--- config.mk ---
export PLATFORM = sky130hd
export DESIGN_NAME = ws2812_pixel_bit_encoder
export DESIGN_NICKNAME = d
export VERILOG_FILES = /design/src/hw/rtl/wpe_pkg.sv /design/src/hw/rtl/wpe_regs.sv /design/src/hw/rtl/wpe_scale.sv /design/src/hw/rtl/wpe_serial.sv /design/src/hw/rtl/ws2812_pixel_bit_encoder.sv
export SDC_FILE = /design/constraint.sdc
export NUM_CORES = 1
export LEC_CHECK = 0
export BUFFER_PORTS_ARGS = -buffer_cell sky130_fd_sc_hd__buf_2
export CAP_MARGIN = 30
export CORE_ASPECT_RATIO = 0.5
export CORE_MARGIN = 3
export CORE_UTILIZATION = 55
export CTS_BUF_LIST = sky130_fd_sc_hd__clkbuf_8
export DETAILED_ROUTE_END_ITERATION = 10
export PLACE_DENSITY_LB_ADDON = 0.3
export SETUP_SLACK_MARGIN = 0.02
export SYNTH_ARGS = -nofsm -noshare
export SYNTH_HDL_FRONTEND = slang
export SYNTH_SLANG_ARGS = --single-unit
export TNS_END_PERCENT = 30
--- constraint.sdc ---
create_clock -name clk -period 6.1 [get_ports clk]
set_clock_uncertainty 0.15 [all_clocks]
set_input_delay 0.915 -clock clk [delete_from_list [all_inputs] [get_ports clk]]
set_output_delay 0.915 -clock clk [all_outputs]
set_load 0.005 [all_outputs]
--- src/hw/rtl/wpe_pkg.sv ---
// ----------------------------------------------------------------------------
// wpe_pkg
// Shared types, constants and the divide helper of the pixel bit encoder.
// ----------------------------------------------------------------------------
package wpe_pkg;

  localparam int PIXEL_BITS = 24;
  localparam int BIT_CNT_W  = $clog2(PIXEL_BITS + 1);

  localparam int CH_W     = 8;
  localparam int BRIGHT_W = 7;
  localparam int COUNT_W  = 10;
  localparam int PROD_W   = CH_W + BRIGHT_W;

  localparam logic [BRIGHT_W-1:0] BRIGHT_FULL = 7'd100;

  // divide by 100 as multiply by 5243 and shift by 19, exact below 43690
  localparam int             RECIP_W     = 13;
  localparam logic [RECIP_W-1:0] RECIP_100 = 13'd5243;
  localparam int             RECIP_SHIFT = 19;
  localparam int             RPROD_W     = PROD_W + RECIP_W;

  // register indexes
  localparam logic [1:0] REG_BRIGHTNESS  = 2'd0;
  localparam logic [1:0] REG_DUTY_ONE    = 2'd1;
  localparam logic [1:0] REG_DUTY_ZERO   = 2'd2;
  localparam logic [1:0] REG_RESET_SLOTS = 2'd3;

  localparam logic [BRIGHT_W-1:0] BRIGHTNESS_RST  = 7'd30;
  localparam logic [CH_W-1:0]     DUTY_ONE_RST    = 8'd60;
  localparam logic [CH_W-1:0]     DUTY_ZERO_RST   = 8'd30;
  localparam logic [COUNT_W-1:0]  RESET_SLOTS_RST = 10'd50;

  typedef struct packed {
    logic [CH_W-1:0] green;
    logic [CH_W-1:0] red;
    logic [CH_W-1:0] blue;
    logic            first_pixel;
    logic            last_pixel;
  } pixel_t;

  typedef struct packed {
    logic [CH_W-1:0]    duty;
    logic [COUNT_W-1:0] repeat_count;
    logic               last_of_run;
  } result_t;

  typedef struct packed {
    logic [BRIGHT_W-1:0] brightness;
    logic [CH_W-1:0]     duty_one;
    logic [CH_W-1:0]     duty_zero;
    logic [COUNT_W-1:0]  reset_slots;
  } cfg_t;

  // pending pixel handed from the scaler to the serializer
  typedef struct packed {
    logic                  valid;
    logic [PIXEL_BITS-1:0] word;
    logic                  first_pixel;
    logic                  last_pixel;
  } hold_t;

  function automatic logic [CH_W-1:0] div100(input logic [PROD_W-1:0] x);
    logic [RPROD_W-1:0] p;
    p = RPROD_W'(x) * RPROD_W'(RECIP_100);
    return p[RECIP_SHIFT +: CH_W];
  endfunction

endpackage

--- src/hw/rtl/wpe_regs.sv ---
// ----------------------------------------------------------------------------
// wpe_regs
// Configuration register file behind the APB-style port.
// ----------------------------------------------------------------------------
module wpe_regs (
  input  logic                 clk,
  input  logic                 rst,
  input  logic                 psel,
  input  logic                 penable,
  input  logic                 pwrite,
  input  logic [3:0]           paddr,
  input  logic [31:0]          pwdata,
  output logic [31:0]          prdata,
  output logic                 pready,
  output wpe_pkg::cfg_t        cfg
);
  import wpe_pkg::*;

  logic                wr_en;
  logic [1:0]          idx;
  logic [BRIGHT_W-1:0] bright_wr;

  assign pready    = 1'b1;
  assign idx       = paddr[3:2];
  assign wr_en     = psel && penable && pwrite;
  assign bright_wr = (pwdata[BRIGHT_W-1:0] > BRIGHT_FULL) ? BRIGHT_FULL
                                                           : pwdata[BRIGHT_W-1:0];

  always_ff @(posedge clk) begin
    if (rst) begin
      cfg.brightness  <= BRIGHTNESS_RST;
      cfg.duty_one    <= DUTY_ONE_RST;
      cfg.duty_zero   <= DUTY_ZERO_RST;
      cfg.reset_slots <= RESET_SLOTS_RST;
    end else if (wr_en) begin
      unique case (idx)
        REG_BRIGHTNESS:  cfg.brightness  <= bright_wr;
        REG_DUTY_ONE:    cfg.duty_one    <= pwdata[CH_W-1:0];
        REG_DUTY_ZERO:   cfg.duty_zero   <= pwdata[CH_W-1:0];
        REG_RESET_SLOTS: cfg.reset_slots <= pwdata[COUNT_W-1:0];
        default: ;
      endcase
    end
  end

  always_comb begin
    unique case (idx)
      REG_BRIGHTNESS:  prdata = 32'(cfg.brightness);
      REG_DUTY_ONE:    prdata = 32'(cfg.duty_one);
      REG_DUTY_ZERO:   prdata = 32'(cfg.duty_zero);
      REG_RESET_SLOTS: prdata = 32'(cfg.reset_slots);
      default:         prdata = 32'd0;
    endcase
  end

endmodule

--- src/hw/rtl/wpe_scale.sv ---
// ----------------------------------------------------------------------------
// wpe_scale
// Input holding register: brightness products, then divide by 100.
// ----------------------------------------------------------------------------
module wpe_scale (
  input  logic                          clk,
  input  logic                          rst,
  input  logic                          start,
  input  wpe_pkg::pixel_t               pixel,
  input  logic [wpe_pkg::BRIGHT_W-1:0]  brightness,
  input  logic                          load,
  output logic                          busy,
  output wpe_pkg::hold_t                hold
);
  import wpe_pkg::*;

  logic              valid;
  logic [PROD_W-1:0] prod_g;
  logic [PROD_W-1:0] prod_r;
  logic [PROD_W-1:0] prod_b;
  logic              first_pixel;
  logic              last_pixel;
  logic              accept;

  assign busy   = valid;
  assign accept = start && !valid;

  always_ff @(posedge clk) begin
    if (rst) begin
      valid <= 1'b0;
    end else if (accept) begin
      valid <= 1'b1;
    end else if (load) begin
      valid <= 1'b0;
    end
  end

  // channel times brightness, registered before the reciprocal multiply
  always_ff @(posedge clk) begin
    if (accept) begin
      prod_g      <= PROD_W'(pixel.green) * PROD_W'(brightness);
      prod_r      <= PROD_W'(pixel.red)   * PROD_W'(brightness);
      prod_b      <= PROD_W'(pixel.blue)  * PROD_W'(brightness);
      first_pixel <= pixel.first_pixel;
      last_pixel  <= pixel.last_pixel;
    end
  end

  always_comb begin
    hold.valid       = valid;
    hold.word        = PIXEL_BITS'({div100(prod_g), div100(prod_r), div100(prod_b)});
    hold.first_pixel = first_pixel;
    hold.last_pixel  = last_pixel;
  end

endmodule

--- src/hw/rtl/wpe_serial.sv ---
// ----------------------------------------------------------------------------
// wpe_serial
// Slot serializer: leading reset run, bit slots msb first, trailing reset run.
// ----------------------------------------------------------------------------
module wpe_serial (
  input  logic                 clk,
  input  logic                 rst,
  input  wpe_pkg::cfg_t        cfg,
  input  wpe_pkg::hold_t       hold,
  output logic                 load,
  output logic                 strobe,
  output wpe_pkg::result_t     result
);
  import wpe_pkg::*;

  logic [PIXEL_BITS-1:0] word;
  logic [PIXEL_BITS-1:0] word_next;
  logic [BIT_CNT_W-1:0]  bits_left;
  logic [BIT_CNT_W-1:0]  bits_left_next;
  logic                  lead;
  logic                  lead_next;
  logic                  trail;
  logic                  trail_next;
  logic                  active;
  logic                  finishing;
  logic                  rst_run;
  result_t               slot;

  assign active  = lead || trail || (bits_left != '0);
  assign rst_run = (cfg.reset_slots != '0);
  assign load    = hold.valid && (!active || finishing);

  always_comb begin
    word_next      = word;
    bits_left_next = bits_left;
    lead_next      = lead;
    trail_next     = trail;
    finishing      = 1'b0;
    slot.duty         = '0;
    slot.repeat_count = cfg.reset_slots;
    slot.last_of_run  = 1'b0;
    if (lead) begin
      lead_next = 1'b0;
    end else if (bits_left != '0) begin
      slot.duty         = word[PIXEL_BITS-1] ? cfg.duty_one : cfg.duty_zero;
      slot.repeat_count = COUNT_W'(1);
      slot.last_of_run  = (bits_left == BIT_CNT_W'(1)) && !trail;
      finishing         = slot.last_of_run;
      word_next         = word << 1;
      bits_left_next    = bits_left - BIT_CNT_W'(1);
    end else if (trail) begin
      slot.last_of_run = 1'b1;
      finishing        = 1'b1;
      trail_next       = 1'b0;
    end
    if (load) begin
      word_next      = hold.word;
      bits_left_next = BIT_CNT_W'(PIXEL_BITS);
      lead_next      = hold.first_pixel && rst_run;
      trail_next     = hold.last_pixel && rst_run;
    end
  end

  always_ff @(posedge clk) begin
    if (rst) begin
      bits_left <= '0;
      lead      <= 1'b0;
      trail     <= 1'b0;
      strobe    <= 1'b0;
    end else begin
      bits_left <= bits_left_next;
      lead      <= lead_next;
      trail     <= trail_next;
      strobe    <= active;
    end
  end

  always_ff @(posedge clk) begin
    word   <= word_next;
    result <= slot;
  end

endmodule

--- src/hw/rtl/ws2812_pixel_bit_encoder.sv ---
// ----------------------------------------------------------------------------
// ws2812_pixel_bit_encoder
// Turns pixels into WS2812 PWM duty slots, one slot transaction per cycle.
// ----------------------------------------------------------------------------
// A pixel transaction is taken when start is high and busy is low. Each pixel
// gives 24 bit-slot results, plus one reset-run result before it when it is
// marked first and one after it when it is marked last (reset runs vanish
// when reset_slots is 0). Results come out on result with strobe, one per
// cycle, and cannot be stalled: the receiver must take every strobed cycle.
// The output serializer sets the pace: consecutive pixels stream out with
// no gap as long as the next pixel is offered in time. A one-entry holding
// register in front of the serializer takes the next pixel while the current
// one is still going out, so busy is only high while that holding register
// is full. When the block is idle, the first slot of a pixel passes through
// the holding register, the serializer state and the registered result.
// Configuration writes belong in idle periods only.
// ----------------------------------------------------------------------------
module ws2812_pixel_bit_encoder (
  input  logic                 clk,
  input  logic                 rst,
  // pixel command side
  input  logic                 start,
  output logic                 busy,
  input  wpe_pkg::pixel_t      pixel,
  // slot result side
  output logic                 strobe,
  output wpe_pkg::result_t     result,
  // configuration port
  input  logic                 psel,
  input  logic                 penable,
  input  logic                 pwrite,
  input  logic [3:0]           paddr,
  input  logic [31:0]          pwdata,
  output logic [31:0]          prdata,
  output logic                 pready
);
  import wpe_pkg::*;

  cfg_t  cfg;    // live register values
  hold_t hold;   // scaled pixel waiting for the serializer
  logic  load;   // serializer takes the held pixel this cycle

  // register file, brightness saturates at 100 on write
  wpe_regs u_regs (
    .clk     (clk),
    .rst     (rst),
    .psel    (psel),
    .penable (penable),
    .pwrite  (pwrite),
    .paddr   (paddr),
    .pwdata  (pwdata),
    .prdata  (prdata),
    .pready  (pready),
    .cfg     (cfg)
  );

  // holding stage: channel times brightness, then divide by 100
  wpe_scale u_scale (
    .clk        (clk),
    .rst        (rst),
    .start      (start),
    .pixel      (pixel),
    .brightness (cfg.brightness),
    .load       (load),
    .busy       (busy),
    .hold       (hold)
  );

  // serializer with registered result output
  wpe_serial u_serial (
    .clk    (clk),
    .rst    (rst),
    .cfg    (cfg),
    .hold   (hold),
    .load   (load),
    .strobe (strobe),
    .result (result)
  );

endmodule
==> metrics.txt <==
# TYPE chip_impl_metric gauge
chip_impl_metric{name="setup_viol_count_final",unit=""} 0
chip_impl_info{name="unrepaired_setup_endpoints_after_global_routing",value="no"} 1
chip_impl_metric{name="area_growth_syn_to_layout",unit="%"} 5.955
chip_impl_metric{name="antenna_left",unit=""} 0
chip_impl_metric{name="worst_setup_hold_path_clk_slew",unit="ps"} 100
chip_impl_metric{name="die_height",unit="um"} 143.6
chip_impl_metric{name="port_buffers",unit=""} 74
chip_impl_info{name="synth.top_cells.by_area",value="sky130_fd_sc_hd__fa_1 (28%), sky130_fd_sc_hd__ha_1 (24%), sky130_fd_sc_hd__edfxtp_1 (10%)"} 1
chip_impl_metric{name="grt_max_degree",unit=""} 55
chip_impl_metric{name="cts_sinks",unit=""} 132
chip_impl_metric{name="via_count_of_the_first_global_routing_pass",unit=""} 14760
chip_impl_info{name="hp-class",value="reg2reg"} 1
chip_impl_metric{name="fin_util",unit="%"} 60.28
chip_impl_metric{name="avgSynthCellArea",unit="um2"} 9.874
chip_impl_metric{name="grt_antenna_before_repair",unit=""} 1
chip_impl_metric{name="wire_length_of_the_first_global_routing_pass",unit="um"} 72710
chip_impl_metric{name="vias_per_cell",unit=""} 5.209
chip_impl_metric{name="layout.filler_cells",unit=""} 3055
chip_impl_info{name="cell_taking_the_most_area_after_synthesis",value="sky130_fd_sc_hd__fa_1"} 1
chip_impl_info{name="clock_tree_from_tritoncts",value="done"} 1
chip_impl_metric{name="die-width",unit="um"} 281.2
chip_impl_info{name="yosys.cell_count.top_type",value="sky130_fd_sc_hd__inv_1"} 1
chip_impl_metric{name="yosysSeqAreaShare",unit="%"} 16.10
chip_impl_metric{name="row_count",unit=""} 49
chip_impl_metric{name="seqCellArea",unit="um2"} 3353
chip_impl_metric{name="ios",unit=""} 122
chip_impl_metric{name="postCtsSetupRepairBufs",unit=""} 0
chip_impl_metric{name="yosysUniqueCellTypes",unit=""} 72
chip_impl_metric{name="nets",unit=""} 2937
chip_impl_metric{name="post_cts_resize_count",unit=""} 0
chip_impl_metric{name="multi_input_area",unit="um2"} 15390
chip_impl_metric{name="min_period_over_period",unit="%"} 91.70
chip_impl_metric{name="slew_headroom",unit="%"} 35.84
chip_impl_metric{name="worst-endpoint-arrival",unit="ps"} 5660
chip_impl_metric{name="cts_hold_repair.buffers",unit=""} 0
chip_impl_metric{name="initial_utilization",unit="%"} 56.89
chip_impl_metric{name="clk_latency",unit="ps"} 470
chip_impl_metric{name="synth_async_sr_flop_share",unit="%"} 0
chip_impl_metric{name="maxClockFrequency",unit="GHz"} 0.1788
chip_impl_metric{name="worst-endpoint-required",unit="ps"} 6160
chip_impl_info{name="startpoint_type",value="register"} 1
chip_impl_metric{name="hold_viol_final",unit=""} 0
chip_impl_metric{name="core_area",unit="um2"} 36600
chip_impl_metric{name="finalNonFillerCells",unit=""} 2680
chip_impl_info{name="synth_common_cells",value="sky130_fd_sc_hd__inv_1 (495), sky130_fd_sc_hd__ha_1 (396), sky130_fd_sc_hd__fa_1 (291)"} 1
chip_impl_metric{name="setup_tns",unit="ps"} 0
chip_impl_metric{name="drt_drc_violations_left",unit=""} 0
chip_impl_metric{name="timing_worst_slew_pin_value",unit="ps"} 961.1
chip_impl_metric{name="drv_slew",unit=""} 0
chip_impl_metric{name="post-dp-hpwl",unit="um"} 35240
chip_impl_metric{name="via_count",unit=""} 13960
chip_impl_metric{name="maxCapViolCount",unit=""} 0
chip_impl_info{name="worst-setup-path-type",value="reg2reg"} 1
chip_impl_metric{name="clock_path_buffers",unit=""} 2
chip_impl_metric{name="wire_per_inst",unit="um"} 15.60
chip_impl_metric{name="cts_made_buffers",unit=""} 17
chip_impl_metric{name="htreeDepth",unit=""} 4
chip_impl_metric{name="grt.overflow.total",unit=""} 0
chip_impl_metric{name="gpl.final_weighted_congestion",unit=""} 0.8938
chip_impl_metric{name="seq_cells_post_synth",unit=""} 132
chip_impl_info{name="clk_root_buffer_cell",value="sky130_fd_sc_hd__clkbuf_8"} 1
chip_impl_metric{name="grt.total_usage",unit="%"} 22.31
chip_impl_metric{name="synth-edff-count",unit=""} 71
chip_impl_metric{name="crit_fanout",unit=""} 6
chip_impl_metric{name="syn-cell-area",unit="um2"} 20820
chip_impl_metric{name="totalWireLength",unit="um"} 41800
chip_impl_info{name="synth-main-ff-cell",value="sky130_fd_sc_hd__edfxtp_1"} 1
chip_impl_metric{name="synthesis.instances",unit=""} 2109
chip_impl_metric{name="die_footprint",unit="um2"} 40370
chip_impl_info{name="result_of_the_run",value="finished, final reports clean"} 1
chip_impl_metric{name="synth.top_cell.area_share",unit="%"} 27.98
chip_impl_metric{name="ys_warn_count",unit=""} 0
chip_impl_metric{name="numPlacedInstances",unit=""} 2647
chip_impl_metric{name="drive_above_1_share",unit="%"} 6.879
chip_impl_metric{name="drt_first_pass_iters",unit=""} 5
chip_impl_info{name="end_kind",value="register"} 1
chip_impl_metric{name="first_iter_violations",unit=""} 722
chip_impl_metric{name="min_period",unit="ps"} 5594
final timing paths:
check,slack [ps],start,depth (start not counted),end
setup reg to reg,510,u_scale.prod_g[11],17,u_serial.word[21]
setup / recovery,510,u_scale.prod_g[11],17,u_serial.word[21]
hold reg to reg,320,u_scale.first_pixel,1,u_serial.lead
hold / removal,320,u_scale.first_pixel,1,u_serial.lead
cells in the final DEF, fill, tap and decap left out, types with 15 or more instances in the layout:
master / n
sky130_fd_sc_hd__inv_1: 496
sky130_fd_sc_hd__ha_1: 396
sky130_fd_sc_hd__fa_1: 291
sky130_fd_sc_hd__nand2_1: 150
sky130_fd_sc_hd__and2_1: 104
sky130_fd_sc_hd__buf_2: 74
sky130_fd_sc_hd__edfxtp_1: 71
sky130_fd_sc_hd__nor2_1: 62
sky130_fd_sc_hd__dfxtp_1: 61
sky130_fd_sc_hd__a21oi_1: 60
sky130_fd_sc_hd__xnor2_1: 50
sky130_fd_sc_hd__nand3_1: 33
sky130_fd_sc_hd__o21ai_0: 31
sky130_fd_sc_hd__mux2i_1: 27
sky130_fd_sc_hd__a21o_1: 23
sky130_fd_sc_hd__nor3_1: 23
sky130_fd_sc_hd__conb_1: 23
sky130_fd_sc_hd__clkbuf_8: 17
sky130_fd_sc_hd__o21a_1: 15
sky130_fd_sc_hd__buf_4: 15
per-layer routing:
layer | vias to the layer above | GRT usage (%) | share of wire [%]
met2 | 188 | 37.66 | 47
met5 | - | 0 | 0
li1 | 6856 | - | -
met4 | 0 | 4.280 | 1.2
met3 | 35 | 2.256 | 2.8
met1 | 6880 | 31.72 | 49
cell families (layout without fill, tap and decap cells):
logic type | Yosys count | after routing | synth area share (%)
AO/OA/AOI/OAI | 195 | 195 | 6.393
XOR/XNOR | 60 | 60 | 2.524
adder cells (fa/ha/maj) | 687 | 687 | 51.77
buffers and inverters | 552 | 617 | 10.40
flip-flops | 132 | 132 | 16.10
multiplexers | 34 | 34 | 2.055
other | 2 | 24 | 0.03606
AND/OR/NAND/NOR | 447 | 447 | 10.72
flip-flops by register name, indices dropped and copies added, names as in the netlist:
name,count
u_scale.prod_b,15
u_serial.word,24
u_regs.cfg,33
u_serial.result,19
u_scale.prod_r,15
u_scale.busy,1
u_serial.lead,1
u_serial.bits_left,5
u_serial.trail,1
u_scale.first_pixel,1
u_scale.prod_g,15
u_serial.strobe,1
u_scale.last_pixel,1
stage by stage:
| stage | hold slack (ps) | instance area, um2 | worst slack [ps] |
|---|---|---|---|
| final | 321.2 | 22060 | 506.1 |
| after global placement | 283.6 | 21690 | 609.6 |
| after floorplan | 270.3 | 20900 | 1109 |
| after detailed placement | 294.6 | 21710 | 497.7 |
| after CTS | 319.7 | 22060 | 473.7 |
| after global routing | 351.3 | 22060 | 154.5 |
critical path, cell delays in order (launching register included):
cell	delay (ps)
sky130_fd_sc_hd__edfxtp_1	570
sky130_fd_sc_hd__fa_1	530
sky130_fd_sc_hd__ha_1	290
sky130_fd_sc_hd__inv_1	50
sky130_fd_sc_hd__fa_1	560
sky130_fd_sc_hd__inv_1	60
sky130_fd_sc_hd__fa_1	480
sky130_fd_sc_hd__inv_1	50
sky130_fd_sc_hd__fa_1	470
sky130_fd_sc_hd__inv_1	40
sky130_fd_sc_hd__ha_1	280
sky130_fd_sc_hd__and3_1	190
sky130_fd_sc_hd__a221oi_2	430
sky130_fd_sc_hd__o21a_1	180
sky130_fd_sc_hd__o311ai_1	180
sky130_fd_sc_hd__a21oi_1	350
sky130_fd_sc_hd__o21ai_0	150
sky130_fd_sc_hd__a221o_1	330
final cells by class:
type                            count  area share [%]
Antenna cell                        1         0.01134
Clock inverter                     15          0.5501
Clock buffer                       17           1.060
Timing Repair Buffer               90           2.257
Multi-Input combinational cell   1446           69.76
Tap cell                          484           2.745
Sequential cell                   132           15.20
Inverter                          495           8.421
Power is left out: the tool's default activity adds up to more than one toggle a clock period on the data nets, which glitch-free logic cannot reach.
